==> src/assert_macros.svh <==
// ---------------------------------------------------------------------------
// Assertion macros
// Shared shorthands for clocked implication checks with reset disable.
// ---------------------------------------------------------------------------
`ifndef ASSERT_MACROS_SVH
`define ASSERT_MACROS_SVH

// Same-cycle implication, checked while out of reset.
`define ASSERT_IMPL(label, ante, cons) \
	label: assert property (@(posedge clk) disable iff (!arst_n) (ante) |-> (cons)) \
		else $error("assertion failed");

// Next-cycle implication, checked while out of reset.
`define ASSERT_NEXT(label, ante, cons) \
	label: assert property (@(posedge clk) disable iff (!arst_n) (ante) |=> (cons)) \
		else $error("assertion failed");

`endif

==> src/kst_ram.sv <==
// ---------------------------------------------------------------------------
// kst_ram
// Generic single-write, single-read RAM with registered read data.
// ---------------------------------------------------------------------------
module kst_ram #(
	parameter int WIDTH = 8,
	parameter int DEPTH = 16
) (
	input  logic                                 clk,
	input  logic                                 wr_en,
	input  logic [(DEPTH > 1 ? $clog2(DEPTH) : 1)-1:0] wr_addr,
	input  logic [WIDTH-1:0]                     wr_data,
	input  logic                                 rd_en,
	input  logic [(DEPTH > 1 ? $clog2(DEPTH) : 1)-1:0] rd_addr,
	output logic [WIDTH-1:0]                     rd_data
);

	logic [WIDTH-1:0] mem_q [DEPTH];

	always_ff @(posedge clk) begin
		if (wr_en) begin
			mem_q[wr_addr] <= wr_data;
		end
		if (rd_en) begin
			rd_data <= mem_q[rd_addr];
		end
	end

endmodule

==> config.mk <==
export PLATFORM = sky130hd
export DESIGN_NAME = kst_ram
export DESIGN_NICKNAME = d
export VERILOG_FILES = /design/src/assert_macros.svh /design/src/kst_ram.sv
export SDC_FILE = /design/constraint.sdc
export NUM_CORES = 1
export LEC_CHECK = 0
export BUFFER_PORTS_ARGS = -buffer_cell sky130_fd_sc_hd__buf_2
export CAP_MARGIN = 20
export CORE_AREA = 2 2 118 120
export CTS_CLUSTER_SIZE = 16
export DETAILED_ROUTE_END_ITERATION = 7
export DIE_AREA = 0 0 120 122
export PLACE_DENSITY = 0.56
export SETUP_SLACK_MARGIN = 0.1
export SYNTH_ARGS = -nofsm -noshare
export SYNTH_HDL_FRONTEND = slang
export SYNTH_SLANG_ARGS = --single-unit
==> constraint.sdc <==
create_clock -name clk -period 1.9 [get_ports clk]
set_input_delay 0.38 -clock clk [delete_from_list [all_inputs] [get_ports clk]]
set_output_delay 0.38 -clock clk [all_outputs]
set_load 0.02 [all_outputs]
==> results.tsv <==
metric	value	unit
grt_overflow_total	0	
fin_cells	477	
rsz0062_at_grt	false	
grt_pass1_vias	2545	
clock_skew	0.005090	ns
drtAntennaViolNets	0	
syn-num-nets	248	
start_util	38.71	%
period_minus_slack	1.542	ns
fin_nets	305	
start_kind	primary input	
clkTransAtPathRegs	0.06	ns
dp.cells	447	
antennaDiodeCount	0	
drt_iter0_markers	138	
grt_antenna_before_repair	0	
post_cts_buffers	0	
io_buffers	26	
cp_num_buf_inv	2	
max_freq	0.6483	GHz
first_pass_iters	4	
syn_avg_cell_area	22.83	um2
root_buffer	clkbuf_16	
finalHoldViolations	0	
coreArea	13500	um2
drive_gt1_share	31.65	%
drc	0	
yosysTopAreaCell	edfxtp_1	
maxCapViolCount	0	
die_h	122	um
hold_slack	0.3498	ns
row_count	43	
cpMaxStageDelayCell	mux4_1	
routed_wl	10.24	mm
area_growth	19.89	%
slew_headroom	74.84	%
slowest_delay	0.57	ns
p_leak	2.118	nW
slew_viol_final	0	
avgRoutedWirePerCell	21.47	um
fin_crit_sh	81.18	%
cts_tree	built	
avgViaCountPerCell	5.107	
vias	2436	
grt.total_usage	15.34	%
ys_ff_latch	136	
crit_arrival	1.69	ns
netlist_area	5228	um2
cp_top_family	multiplexers	
tightest_slew	0.3774	ns
syn_inst	229	
grt_pass1_wl	15.64	mm
worstPathRequired	2.05	ns
synth.area.top_cells	edfxtp_1 (78%), mux4_2 (7.8%), mux4_1 (7.0%)	
cts_resized	0	
yosysSeqAreaShare	78.12	%
clock-sinks	136	
synth_top_area_share	78.12	%
path_class	primary input to flop	
die_w	120	um
synth_cell_types	18	
path_max_fanout	17	
ios	27	
end_kind	flop	
ys_warn_count	0	
crit_chain	buf_2 > buf_12 > mux4_1 > a22oi_1 > nand2_1	
worstSkewPairLatency	0.41	ns
clockBufferDepth	2	
place_congestion	0.6915	
powerDensity	1097	nW/um2
hp-class	primary input to flop	
htreeDepth	4	
dp_hpwl	6.446	mm
cts_inserted_buffers	17	
grt_max_degree	19	
ctsHoldBuffers	0	
setup_violations	0	
dieArea	14640	um2
vdd_drop_max	0.5510	mV
status	finished, final reports clean	
cell usage in the layout, fill, tap and decap left out, drive strengths merged, types with 3 or more instances in the layout:
master / instances
edfxtp: 136
buf: 48
mux4: 32
clkbuf: 17
a22oi: 16
nor2: 13
nand2: 9
clkinv: 9
nor3: 4
bufinv: 3
report_power, final:
group | total, mW | switching (mW) | internal [mW]
clock network | 3.14 | 1.13 | 2.01
logic | 0.335 | 0.196 | 0.139
registers | 3.40 | 0.0176 | 3.38
sequential cells by signal, summed over array words and instances, names as in the netlist:
| signal | flops |
|---|---|
| mem_q | 128 |
| rd_data | 8 |
cell families (layout without fill, tap and decap cells):
logic type	Yosys count	after routing	synth area share, %
AOI/OAI and AO/OA	16	16	2.298
and+or+nand+nor	35	35	3.136
DFF	136	136	78.12
muxes	32	32	14.79
buffers and inverters	10	78	1.651
layer usage:
metal	routed length, um	track usage (%)
met3	302	3.792
met2	4975	24.01
met4	167	5.956
met5	0	0
met1	4796	20.88
area by class of cell:
class,count,area (um2)
Clock buffer,17,425.4
Clock inverter,13,137.6
Fill cell,1136,7237
Multi-Input combinational cell,83,1062
Sequential cell,136,4084
Tap cell,180,225.2
Timing Repair Buffer,48,332.8
Yosys cell counts, drive strengths merged:
master and instances:
nand2b 2, mux4 32, or3b 1, nor3 4
and2b 1, nor2b 1, nand3 1, and2 1
a22oi 16, edfxtp 136, nand3b 2, nand2 9
nor2 13, buf 7, clkdlybuf4s25 3
final timing paths:
path | startpoint | to | slack (ns) | cells after the start
max reg2reg | mem_q[10][7] | rd_data[7] | 0.38 | 3
max | rd_addr[0] | rd_data[1] | 0.36 | 5
min | rd_en | rd_data[3] | 0.35 | 1
min reg2reg | mem_q[14][5] | rd_data[5] | 0.75 | 3
metrics by stage:
stage          setup slack, ns  TNS [ns]  power [mW]  instance area [um2]  util (%)
3_3_place_gp          -0.07960   -0.1818       3.795                 5704     42.24
2_1_floorplan           0.2376         0       3.645                 5233         -
3_5_place_dp           -0.1029   -0.2598       3.804                 5704     42.24
4_1_cts                 0.3407         0       6.947                 6267     46.41
6_report                0.3576         0       6.873                 6267     46.41
5_1_grt                 0.2844         0       7.109                 6267     46.41
Power figures use the tool's default switching activity.
